**src/err_pkg.sv**
```systemverilog
`default_nettype none

package err_pkg;

    localparam int FRAC_BITS = 16;
    localparam int DEF_MAX_DOCS = 1024;
    localparam int GRADE_W = 4;
    localparam logic [GRADE_W-1:0] MAX_GRADE_RESET = GRADE_W'(4);
    localparam logic [FRAC_BITS:0] ONE_VAL = (FRAC_BITS+1)'(1) << FRAC_BITS;

    typedef logic [2:0] step_t;

    localparam step_t ST_IDLE = 3'd0;
    localparam step_t ST_PROB = 3'd1;
    localparam step_t ST_MUL  = 3'd2;
    localparam step_t ST_UPD  = 3'd3;
    localparam step_t ST_DIV  = 3'd4;
    localparam step_t ST_ACC  = 3'd5;
    localparam step_t ST_OUT  = 3'd6;
    localparam step_t ST_LAST = ST_OUT;

    typedef enum logic [2:0] {
        J_NEXT,
        J_NO_IN,
        J_DIV_BUSY,
        J_NOT_LAST,
        J_OUT_BUSY
    } jump_t;

    typedef struct packed {
        logic  accept;
        logic  ld_prob;
        logic  ld_mul;
        logic  ld_upd;
        logic  div_step;
        logic  ld_acc;
        logic  ld_out;
        jump_t jump;
        step_t target;
    } ctrl_word_t;

    typedef struct packed {
        logic load;
        logic step;
    } div_ctl_t;

    function automatic ctrl_word_t prog_rom(input step_t pc);
        ctrl_word_t w;
        w = '{accept: 1'b0, ld_prob: 1'b0, ld_mul: 1'b0, ld_upd: 1'b0, div_step: 1'b0,
              ld_acc: 1'b0, ld_out: 1'b0, jump: J_NEXT, target: ST_IDLE};
        case (pc)
            ST_IDLE:
            begin
                w.accept = 1'b1;
                w.jump   = J_NO_IN;
                w.target = ST_IDLE;
            end
            ST_PROB: w.ld_prob = 1'b1;
            ST_MUL:  w.ld_mul = 1'b1;
            ST_UPD:  w.ld_upd = 1'b1;
            ST_DIV:
            begin
                w.div_step = 1'b1;
                w.jump     = J_DIV_BUSY;
                w.target   = ST_DIV;
            end
            ST_ACC:
            begin
                w.ld_acc = 1'b1;
                w.jump   = J_NOT_LAST;
                w.target = ST_IDLE;
            end
            ST_OUT:
            begin
                w.ld_out = 1'b1;
                w.jump   = J_OUT_BUSY;
                w.target = ST_OUT;
            end
            default:
            begin
                w.jump   = J_NEXT;
                w.target = ST_IDLE;
            end
        endcase
        return w;
    endfunction

endpackage

`default_nettype wire

```
**src/err_div.sv**
```systemverilog
`default_nettype none

module err_div
    import err_pkg::*;
#(
    parameter int FW = FRAC_BITS,
    parameter int PW = 11
)
(
    input  wire logic          clk,
    input  wire logic          rst_n,
    input  wire div_ctl_t      ctl,
    input  wire logic [FW-1:0] dividend,
    input  wire logic [PW-1:0] divisor,
    output logic      [FW-1:0] quotient,
    output logic               busy
);

    localparam int CW = (FW > 1) ? $clog2(FW) : 1;

    logic [CW-1:0] cnt_reg;
    logic [CW-1:0] cnt_next;
    logic [PW-1:0] rem_reg;
    logic [PW-1:0] rem_next;
    logic [FW-1:0] quo_reg;
    logic [FW-1:0] quo_next;
    logic [PW-1:0] div_reg;
    logic [PW-1:0] div_next;
    logic [PW:0]   trial;
    logic [PW:0]   diff;

    always_comb
    begin
        cnt_next = cnt_reg;
        rem_next = rem_reg;
        quo_next = quo_reg;
        div_next = div_reg;
        trial    = {rem_reg, quo_reg[FW-1]};
        diff     = trial - {1'b0, div_reg};
        if (ctl.load)
        begin
            cnt_next = CW'(FW - 1);
            rem_next = '0;
            quo_next = dividend;
            div_next = divisor;
        end
        else if (ctl.step)
        begin
            if (trial >= {1'b0, div_reg})
            begin
                rem_next = diff[PW-1:0];
                quo_next = {quo_reg[FW-2:0], 1'b1};
            end
            else
            begin
                rem_next = trial[PW-1:0];
                quo_next = {quo_reg[FW-2:0], 1'b0};
            end
            if (cnt_reg != '0)
            begin
                cnt_next = cnt_reg - CW'(1);
            end
        end
    end

    always_ff @(posedge clk or negedge rst_n)
    begin
        if (!rst_n)
        begin
            cnt_reg <= '0;
        end
        else
        begin
            cnt_reg <= cnt_next;
        end
    end

    always_ff @(posedge clk)
    begin
        rem_reg <= rem_next;
        quo_reg <= quo_next;
        div_reg <= div_next;
    end

    assign quotient = quo_reg;
    assign busy     = (cnt_reg != '0);

endmodule

`default_nettype wire

```
**src/expected_reciprocal_rank_unit.sv**
```systemverilog
// Each item passes through the steps PROB, MUL, UPD, DIV and ACC after it is accepted in IDLE;
// the serial divider works through DIV. A new item is taken only once the last is through ACC.
// A list's final item also passes through OUT, and waits there while the output register stays full.
// Reset clears the list state, sets max_grade to 4 and leaves the output empty.
`default_nettype none

module expected_reciprocal_rank_unit
    import err_pkg::*;
#(
    parameter int MAX_DOCS = DEF_MAX_DOCS
)
(
    input  wire logic                 clk,
    input  wire logic                 rst_n,
    input  wire logic                 cfg_valid,
    output logic                      cfg_ready,
    input  wire logic [GRADE_W-1:0]   max_grade,
    input  wire logic                 in_valid,
    output logic                      in_stall,
    input  wire logic [GRADE_W-1:0]   grade,
    input  wire logic                 last_doc,
    output logic                      out_valid,
    input  wire logic                 out_stall,
    output logic      [FRAC_BITS:0]   rank_score
);

    localparam int F  = FRAC_BITS;
    localparam int PW = $clog2(MAX_DOCS + 1);

    step_t                pc_reg;
    step_t                pc_next;
    ctrl_word_t           cw;
    logic                 take_jump;
    logic                 out_free;
    logic                 accept;

    logic [GRADE_W-1:0]   mg_reg;
    logic [GRADE_W-1:0]   g_reg;
    logic [GRADE_W-1:0]   g_sat;
    logic                 last_reg;
    logic [F-1:0]         r_reg;
    logic [2*F:0]         mul_reg;
    logic [F:0]           prod_reg;
    logic [F:0]           prod_next;
    logic [F:0]           sum_reg;
    logic [F:0]           sum_next;
    logic [F+1:0]         sum_wide;
    logic [PW-1:0]        pos_reg;
    logic [PW-1:0]        pos_next;
    logic                 out_valid_reg;
    logic [F:0]           out_reg;
    logic [14:0]          ones;
    logic [F+14:0]        r_wide;

    div_ctl_t             div_ctl;
    logic [F-1:0]         quotient;
    logic                 div_busy;

    err_div #(
        .FW (F),
        .PW (PW)
    ) u_div (
        .clk      (clk),
        .rst_n    (rst_n),
        .ctl      (div_ctl),
        .dividend (mul_reg[2*F-1:F]),
        .divisor  (pos_reg),
        .quotient (quotient),
        .busy     (div_busy)
    );

    always_comb
    begin
        cw       = prog_rom(pc_reg);
        out_free = !out_valid_reg || !out_stall;
        accept   = cw.accept && in_valid;
        case (cw.jump)
            J_NO_IN:    take_jump = !in_valid;
            J_DIV_BUSY: take_jump = div_busy;
            J_NOT_LAST: take_jump = !last_reg;
            J_OUT_BUSY: take_jump = !out_free;
            default:    take_jump = 1'b0;
        endcase
        if (take_jump)
        begin
            pc_next = cw.target;
        end
        else if (pc_reg == ST_LAST)
        begin
            pc_next = ST_IDLE;
        end
        else
        begin
            pc_next = pc_reg + 3'd1;
        end
        div_ctl.load = cw.ld_upd;
        div_ctl.step = cw.div_step;

        g_sat  = (grade > mg_reg) ? mg_reg : grade;
        ones   = (15'(1) << g_reg) - 15'(1);
        r_wide = ((F+15)'(ones) << F) >> mg_reg;

        prod_next = prod_reg - {1'b0, mul_reg[2*F-1:F]} - (F+1)'(|mul_reg[F-1:0]);
        sum_wide  = (F+2)'(sum_reg) + (F+2)'(quotient);
        sum_next  = (sum_wide > (F+2)'(ONE_VAL)) ? ONE_VAL : sum_wide[F:0];
        pos_next  = (pos_reg < PW'(MAX_DOCS)) ? pos_reg + PW'(1) : pos_reg;
    end

    always_ff @(posedge clk or negedge rst_n)
    begin
        if (!rst_n)
        begin
            pc_reg        <= ST_IDLE;
            mg_reg        <= MAX_GRADE_RESET;
            prod_reg      <= ONE_VAL;
            sum_reg       <= '0;
            pos_reg       <= PW'(1);
            out_valid_reg <= 1'b0;
        end
        else
        begin
            pc_reg <= pc_next;
            if (cfg_valid)
            begin
                mg_reg <= max_grade;
            end
            if (cw.ld_upd)
            begin
                prod_reg <= prod_next;
            end
            if (cw.ld_acc)
            begin
                sum_reg <= sum_next;
                pos_reg <= pos_next;
            end
            if (cw.ld_out && out_free)
            begin
                out_valid_reg <= 1'b1;
                prod_reg      <= ONE_VAL;
                sum_reg       <= '0;
                pos_reg       <= PW'(1);
            end
            else if (out_valid_reg && !out_stall)
            begin
                out_valid_reg <= 1'b0;
            end
        end
    end

    always_ff @(posedge clk)
    begin
        if (accept)
        begin
            g_reg    <= g_sat;
            last_reg <= last_doc;
        end
        if (cw.ld_prob)
        begin
            r_reg <= r_wide[F-1:0];
        end
        if (cw.ld_mul)
        begin
            mul_reg <= (2*F+1)'(r_reg) * (2*F+1)'(prod_reg);
        end
        if (cw.ld_out && out_free)
        begin
            out_reg <= sum_reg;
        end
    end

    assign cfg_ready  = 1'b1;
    assign in_stall   = !cw.accept;
    assign out_valid  = out_valid_reg;
    assign rank_score = out_reg;

`ifndef SYNTHESIS
    a_out_from_out_step: assert property (@(posedge clk) disable iff (!rst_n)
        $rose(out_valid_reg) |-> $past(pc_reg == ST_OUT))
        else $error("result raised outside the output step");

    a_score_bounded: assert property (@(posedge clk) disable iff (!rst_n)
        out_valid_reg |-> (out_reg <= ONE_VAL))
        else $error("score above one");

    a_prod_bounded: assert property (@(posedge clk) disable iff (!rst_n)
        prod_reg <= ONE_VAL)
        else $error("continue product above one");

    a_pos_range: assert property (@(posedge clk) disable iff (!rst_n)
        (pos_reg != '0) && (pos_reg <= PW'(MAX_DOCS)))
        else $error("rank position out of range");
`endif

endmodule

`default_nettype wire
```
**config.mk**
```make
export PLATFORM = sky130hd
export DESIGN_NAME = expected_reciprocal_rank_unit
export DESIGN_NICKNAME = d
export VERILOG_FILES = /design/src/err_pkg.sv /design/src/err_div.sv /design/src/expected_reciprocal_rank_unit.sv
export SDC_FILE = /design/constraint.sdc
export NUM_CORES = 1
export LEC_CHECK = 0
export BUFFER_PORTS_ARGS = -buffer_cell sky130_fd_sc_hd__buf_2
export CAP_MARGIN = 5
export CORE_UTILIZATION = 45
export CTS_CLUSTER_DIAMETER = 50
export DETAILED_ROUTE_END_ITERATION = 10
export GPL_TIMING_DRIVEN = 0
export PLACE_DENSITY = 0.63
export SKIP_CTS_REPAIR_TIMING = 1
export SLEW_MARGIN = 20
export SYNTH_ARGS = -nofsm -noshare
export SYNTH_HDL_FRONTEND = slang
export SYNTH_SLANG_ARGS = --single-unit
```
**constraint.sdc**
```tcl
create_clock -name clk -period 7.4 [get_ports clk]
set_input_delay 0.74 -clock clk [delete_from_list [all_inputs] [get_ports clk]]
set_output_delay 0.74 -clock clk [all_outputs]
set_load 0.02 [all_outputs]
```
==> results.md, run 1 <==
- Status: finished, final reports clean
- Clock Skews: about 0.016 ns
- Share of the synthesized area in the top cell type: between 20 and 25%
- Area contributors post-synth: fa_1 22%, edfxtp_1 16%, ha_1 12%
- Post-Synth Adder-Cell Area: about a third
- Post-Syn Area per Cell: around 9.4 µm²
- XOR/XNOR Fraction of Synth Area: 3.39%
- Fillers: between 3000 and 4000
- Clock buffer count from CTS: 17
- Tcrit/Tclk final: 95.2%
- Critical Path Fanout Max: 10
- Setup violations, final: 0
- Synth area leader: fa_1
- Placed wire-length estimate: around 33000 µm
- Die Ht: approximately 200 µm
- Max Cap Viol: 0
- Vias/cell: 5.26
- Share of synthesized area spent on multiplexers: under 10%
- Worst Tran Pin Value: just over 0.7 ns
- Synth async-reset ratio: 35.0%
- Synth Warn #: 0
- Primary FF master, synth: edfxtp_1
- FMAX: 142 MHz
- Total GRT Usage: 22.2%
- Share of cells above drive strength 1: ~6.8%
- Vias: ~13000
- Total I/O pin count: 34
- DRT Wirelength: around 42000 µm
- DRT Pass-1 Iters: 5
- Sequential area share after synthesis: between 20% and 30%
- Aggregate global routing overflow: 0
- Multi-input gate area: 11600 µm²
- Clock sinks: ~160
- Endpoint class of the critical path: register
- Met2 usage in global routing: a little under two fifths
- Hold Slack: around 0.19 ns
- First-pass GRT wire length: slightly below 70000 µm
- CTS tree: done
- Final GP Congestion: around 0.91
- Skew-Pair Late Insertion Delay: around 0.46 ns
- Req. time, crit path: between 7 and 8 ns
- Final nets: between 2000 and 2500
- Largest family of logic cells by synthesized area: adder cells
- Syn nets: 2258
- GR peak layer: met2
- Detail Route Antenna Nets: 0
- Storage cell area: about 4500 µm²
- Max reg flops: 31
- Hold Fails Final Rpt: 0
- Area Growth Syn to Fin: 8.56%
- Number of flops mapped to enable cells by yosys: 95
- Mapped Area: approximately 18000 µm²
- Clock-pin slew on the worst setup and hold paths: about 0.07 ns
- Setup crit start kind: register
- GR Layer Usage met3: roughly 3.7%
- Simple-gate area share of the yosys netlist: 15.8%
- Remaining DRCs: 0
- Pin count of the biggest net entering global routing: 37
- Initial Util: 45.5%
- Area of the core: between 30000 and 40000 µm²
- Die Width: roughly 200 µm
- Clock root buffer: clkbuf_16
- Slew headroom: a little over half
- Critical path arrival: 7.36 ns
- Drt initial violations: about 770
- Met1 GRT Util: between 20% and 30%
- IO Port Bufs: 32
- Mapped Cells: 1875
- Rows: 72
- Max clock buf depth: 2
- WL/cell: between 15 and 20 µm
- Min cycle time layout: a little over 7 ns
- Compound-Gate Fraction of Synth Area: 9.64%
- RSZ-0062 raised after global routing: false
- Cell variety after synth: 66
- Synth Register Bits: about 160
- Crit Path Category: reg -> reg
- Vias in the first global route: approximately 13000
- Die Area: about 40000 µm²
- Hold WC Path Type: in -> async
- Max-slew violation count: 0
- Antenna violations before repair: 1
- CTS H-Tree Depth: 4
==> synthesized netlist by cell type (5+ instances only) <==
cell type,instances
buf_1,7
a211oi_1,18
o31ai_1,12
nor4_1,6
o211ai_1,5
fa_1,197
dfrtp_1,54
and3_1,9
xnor2_1,49
nor2_1,83
inv_1,329
ha_1,172
dfxtp_1,11
a21oi_1,74
nand3_1,24
and2_1,129
a31oi_1,13
clkbuf_1,60
a21o_1,19
nand2b_1,13
nor3b_1,7
mux2_2,18
o31ai_2,7
o21bai_1,7
nor2b_1,10
o21ai_0,66
nand2_1,219
nor3_1,30
a21boi_0,5
o21a_1,10
mux2i_1,20
or3_1,9
xor2_1,19
edfxtp_1,95
nand4_1,13
==> cell usage in the layout, fill, tap and decap left out, drive strengths merged, types with 49 or more instances in the layout <==
cell    instances
clkbuf         74
nor2           83
ha            172
edfxtp         95
xnor2          49
dfrtp          54
nand2         219
a21oi          75
buf            50
fa            197
inv           336
and2          129
o21ai          66
==> worst paths after layout <==
check	start	end	slack, ns	depth (start not counted)
setup / recovery	prod_reg[8]	mul_reg[30]	0.36	19
hold / removal	rst_n	sum_reg[15]	0.19	1
setup reg to reg	prod_reg[8]	mul_reg[30]	0.36	19
hold reg to reg	sum_reg[4]	rank_score[4]	0.50	0
max in group asynchronous	rst_n	prod_reg[16]	6.63	2
min in group clk	last_doc	last_reg	0.47	1
==> cell families (layout without fill, tap and decap cells) <==
group / after synthesis / after routing
multiplexers: 38 / 38
flip-flops: 163 / 163
adder cells (fa/ha/maj): 369 / 369
buffers and inverters: 400 / 468
AO/OA/AOI/OAI: 266 / 266
other: 1 / 2
AND/OR/NAND/NOR: 570 / 570
XOR/XNOR: 68 / 68
==> routing by layer <==
layer  part of all wire [%]  vias up
met5                      0        -
met4                    2.6        0
met3                    5.4       66
met2                     47      322
met1                     45     6365
li1                       -     6201
==> stage by stage <==
step	TNS (ns)	cell area (µm²)	std cells	util (%)	setup slack (ns)
5_1_grt	0	19100	2461	49.4	0.0678
3_5_place_dp	-0.231	18500	2430	47.8	-0.231
6_report	0	19100	2462	49.4	0.357
4_1_cts	-0.248	19100	2462	49.3	-0.248
3_3_place_gp	-0.191	18400	2425	47.6	-0.191
2_1_floorplan	0	17600	1875	-	1.23
==> worst max-delay path, stage by stage (launching register included) <==
cell and delay, ns:
dfrtp_1 0.63, clkbuf_2 0.43, nand2_1 0.12, fa_1 0.49, inv_1 0.05, fa_1 0.47
fa_1 0.53, fa_1 0.53, fa_1 0.57, inv_1 0.06, fa_1 0.54, inv_1 0.04
ha_1 0.39, and4_1 0.25, and4_1 0.33, a21boi_2 0.32, o21ai_0 0.19, nor2b_1 0.20
or4b_2 0.64, nand4_1 0.10
==> final cells by class <==
cell class / instances / area share (%)
Buffer: 67 / 1.53
Clock buffer: 19 / 2.38
Timing Repair Buffer: 38 / 1.15
Inverter: 331 / 6.51
Tap cell: 518 / 3.39
Clock inverter: 13 / 0.721
Sequential cell: 163 / 23.6
Multi-Input combinational cell: 1312 / 60.7
Antenna cell: 1 / 0.0131
Power of run 1 is not shown: default switching activity piles up to over one toggle a cycle in this logic, so the estimate is an artifact.
==> run 2: changes to the inputs <==
--- a/config.mk
+++ b/config.mk
@@ -11,7 +11,7 @@
 export CTS_CLUSTER_DIAMETER = 50
 export DETAILED_ROUTE_END_ITERATION = 10
 export GPL_TIMING_DRIVEN = 0
-export PLACE_DENSITY = 0.63
+export PLACE_DENSITY = 0.66
 export SKIP_CTS_REPAIR_TIMING = 1
 export SLEW_MARGIN = 20
 export SYNTH_ARGS = -nofsm -noshare
==> constraint.sdc (replaced) <==
create_clock -name clk -period 6.4 [get_ports clk]
set_input_delay 0.64 -clock clk [delete_from_list [all_inputs] [get_ports clk]]
set_output_delay 0.64 -clock clk [all_outputs]
set_load 0.02 [all_outputs]
==> run 2 against run 1 <==
Against the previous run: clock skew about the same; via count up 4.0%; sequential share of layout area down 1.1 points; maximum frequency up 11%; die area unchanged; first-iteration DRC count down 1.6%; worst setup slack worse by 0.28 ns; global-route usage down 0.14 points; register-to-register slack worse by 0.28 ns; flip-flop and latch count unchanged; hold slack better by 0.092 ns; critical path depth up 1; critical path type unchanged.
==> results.md, run 2 (same netlist as run 1, synthesis figures left out) <==
- Status: finished, final reports clean
- Total GRT Usage: 22.1%
- Critical path arrival: between 6 and 7 ns
- Critical Path Fanout Max: 10
- CTS H-Tree Depth: 4
- Req. time, crit path: 6.58 ns
- Vias/cell: between 5 and 6
- Flop2flop setup slack: 0.07 ns
- Commonest non-fill, non-tap cell in the layout: inv_1
- Max clock buf depth: 2
- Diode count: 0
- Final nets: between 2000 and 2500
- FMAX: around 160 MHz
- Worst r2r path cells: 20
- Clock buffer count from CTS: 17
- Detail Route Antenna Nets: 0
- DRT Pass-1 Iters: 5
- Vias: 13467
- Antenna violations before repair: 0
- DRT Wirelength: roughly 43000 µm
- Design area: 20100 µm²
- Reg2Reg Launch Point: r_reg[3]
- Die Width: approximately 200 µm
- Start point of the critical path: r_reg[3]
- First-pass GRT wire length: slightly below 70000 µm
- DP Area: 18400 µm²
- Max-slew violation count: 0
- IO Port Bufs: 32
- Clock root buffer: clkbuf_16
- Die Ht: 200 µm
- Slew headroom: between 40% and 50%
- Max Cap Viol: 0
- WL/cell: around 17 µm
- Max reg flops: 31
- Pin count of the biggest net entering global routing: slightly below 60
- Setup TNS: 0 ns
- Share of cells above drive strength 1: 13.6%
- Endpoint class of the critical path: register
- Aggregate global routing overflow: 0
- Area of the core: 38600 µm²
- FF-to-FF End: mul_reg[30]
- Setup crit start kind: register
- Rows: 72
- Tcrit/Tclk final: between 90% and 100%
- Crit Path Category: reg -> reg
- Worst Tran Pin Value: 0.788 ns
- Hold Slack: between 0.2 and 0.3 ns
- Skew-Pair Late Insertion Delay: around 0.45 ns
- Clock-pin slew on the worst setup and hold paths: 0.06 ns
- Hold WC Path Type: in -> async
- Worst setup endpoint: mul_reg[30]
- Fillers: between 3000 and 4000
- CTS tree: done
- Vias in the first global route: about 13000
- Most frequent cells in the layout: 322 x inv_1, 214 x nand2_1, 193 x fa_1
- Final GP Congestion: a little over 0.9
- Placed wire-length estimate: around 33000 µm
- Hold Fails Final Rpt: 0
- Remaining DRCs: 0
- Min cycle time layout: around 6.3 ns
- Clock Skews: ~0.016 ns
- Final core utilization: between 50% and 60%
- Setup violations, final: 0
- Area Growth Syn to Fin: 14.1%
- Drt initial violations: ~760
- Initial Util: between 40% and 50%
- Die Area: 39900 µm²
- Total I/O pin count: 34
- Clock sinks: between 150 and 200
-- run 2: critical path: stages (launching register included) --
cell and delay, ns:
edfxtp_1 0.54, buf_6 0.22, and2_1 0.16, fa_1 0.50, inv_1 0.06, fa_1 0.50, fa_1 0.47, fa_1 0.59
fa_1 0.46, fa_2 0.61, inv_2 0.06, ha_4 0.24, a21o_1 0.20, a21o_1 0.18, a21o_1 0.19, a2111oi_4 0.38
o21ai_2 0.10, o21ai_2 0.19, nor2b_4 0.20, or4b_4 0.13, nand4_1 0.07
-- run 2: metrics by stage --
stage,instances,setup WS [ns]
final,2531,0.0719
after global routing,2531,-0.0523
after CTS,2461,-1.33
after detailed placement,2429,-1.29
after global placement,2425,-1.18
after floorplan,1875,0.232
-- run 2: layer usage --
metal	GRT usage, %	part of all wire [%]	wire [µm]	vias up
met2	36.2	47	20200	432
met3	3.38	6.0	2610	88
met1	29.7	44	19000	6596
met5	0	0	0	-
met4	7.63	3.2	1400	0
li1	-	-	-	6351
-- run 2: worst min-delay path by stage --
stage          startpoint                to  slack, ns  cells past startpoint
6_report            rst_n        pos_reg[8]       0.28                      1
2_1_floorplan       rst_n         mg_reg[0]       0.34                      0
3_5_place_dp   sum_reg[0]     rank_score[0]       0.48                      0
4_1_cts             rst_n         mg_reg[0]       0.30                      1
5_1_grt             rst_n         mg_reg[0]       0.32                      1
3_3_place_gp   pos_reg[6]  u_div.div_reg[6]       0.48                      0
-- run 2: layout make-up --
class                      count  area [µm²]  area share, %
multi-input combinational   1312       11900           59.2
sequential                   163        4520           22.5
clock inverter                11        80.1          0.399
inverter                     331        1240           6.19
clock buffer                  21         450           2.24
tap                          518         648           3.23
buffer                        68         442           2.20
timing repair buffer         107         798           3.98
Power of run 2 is left out for the same reason.
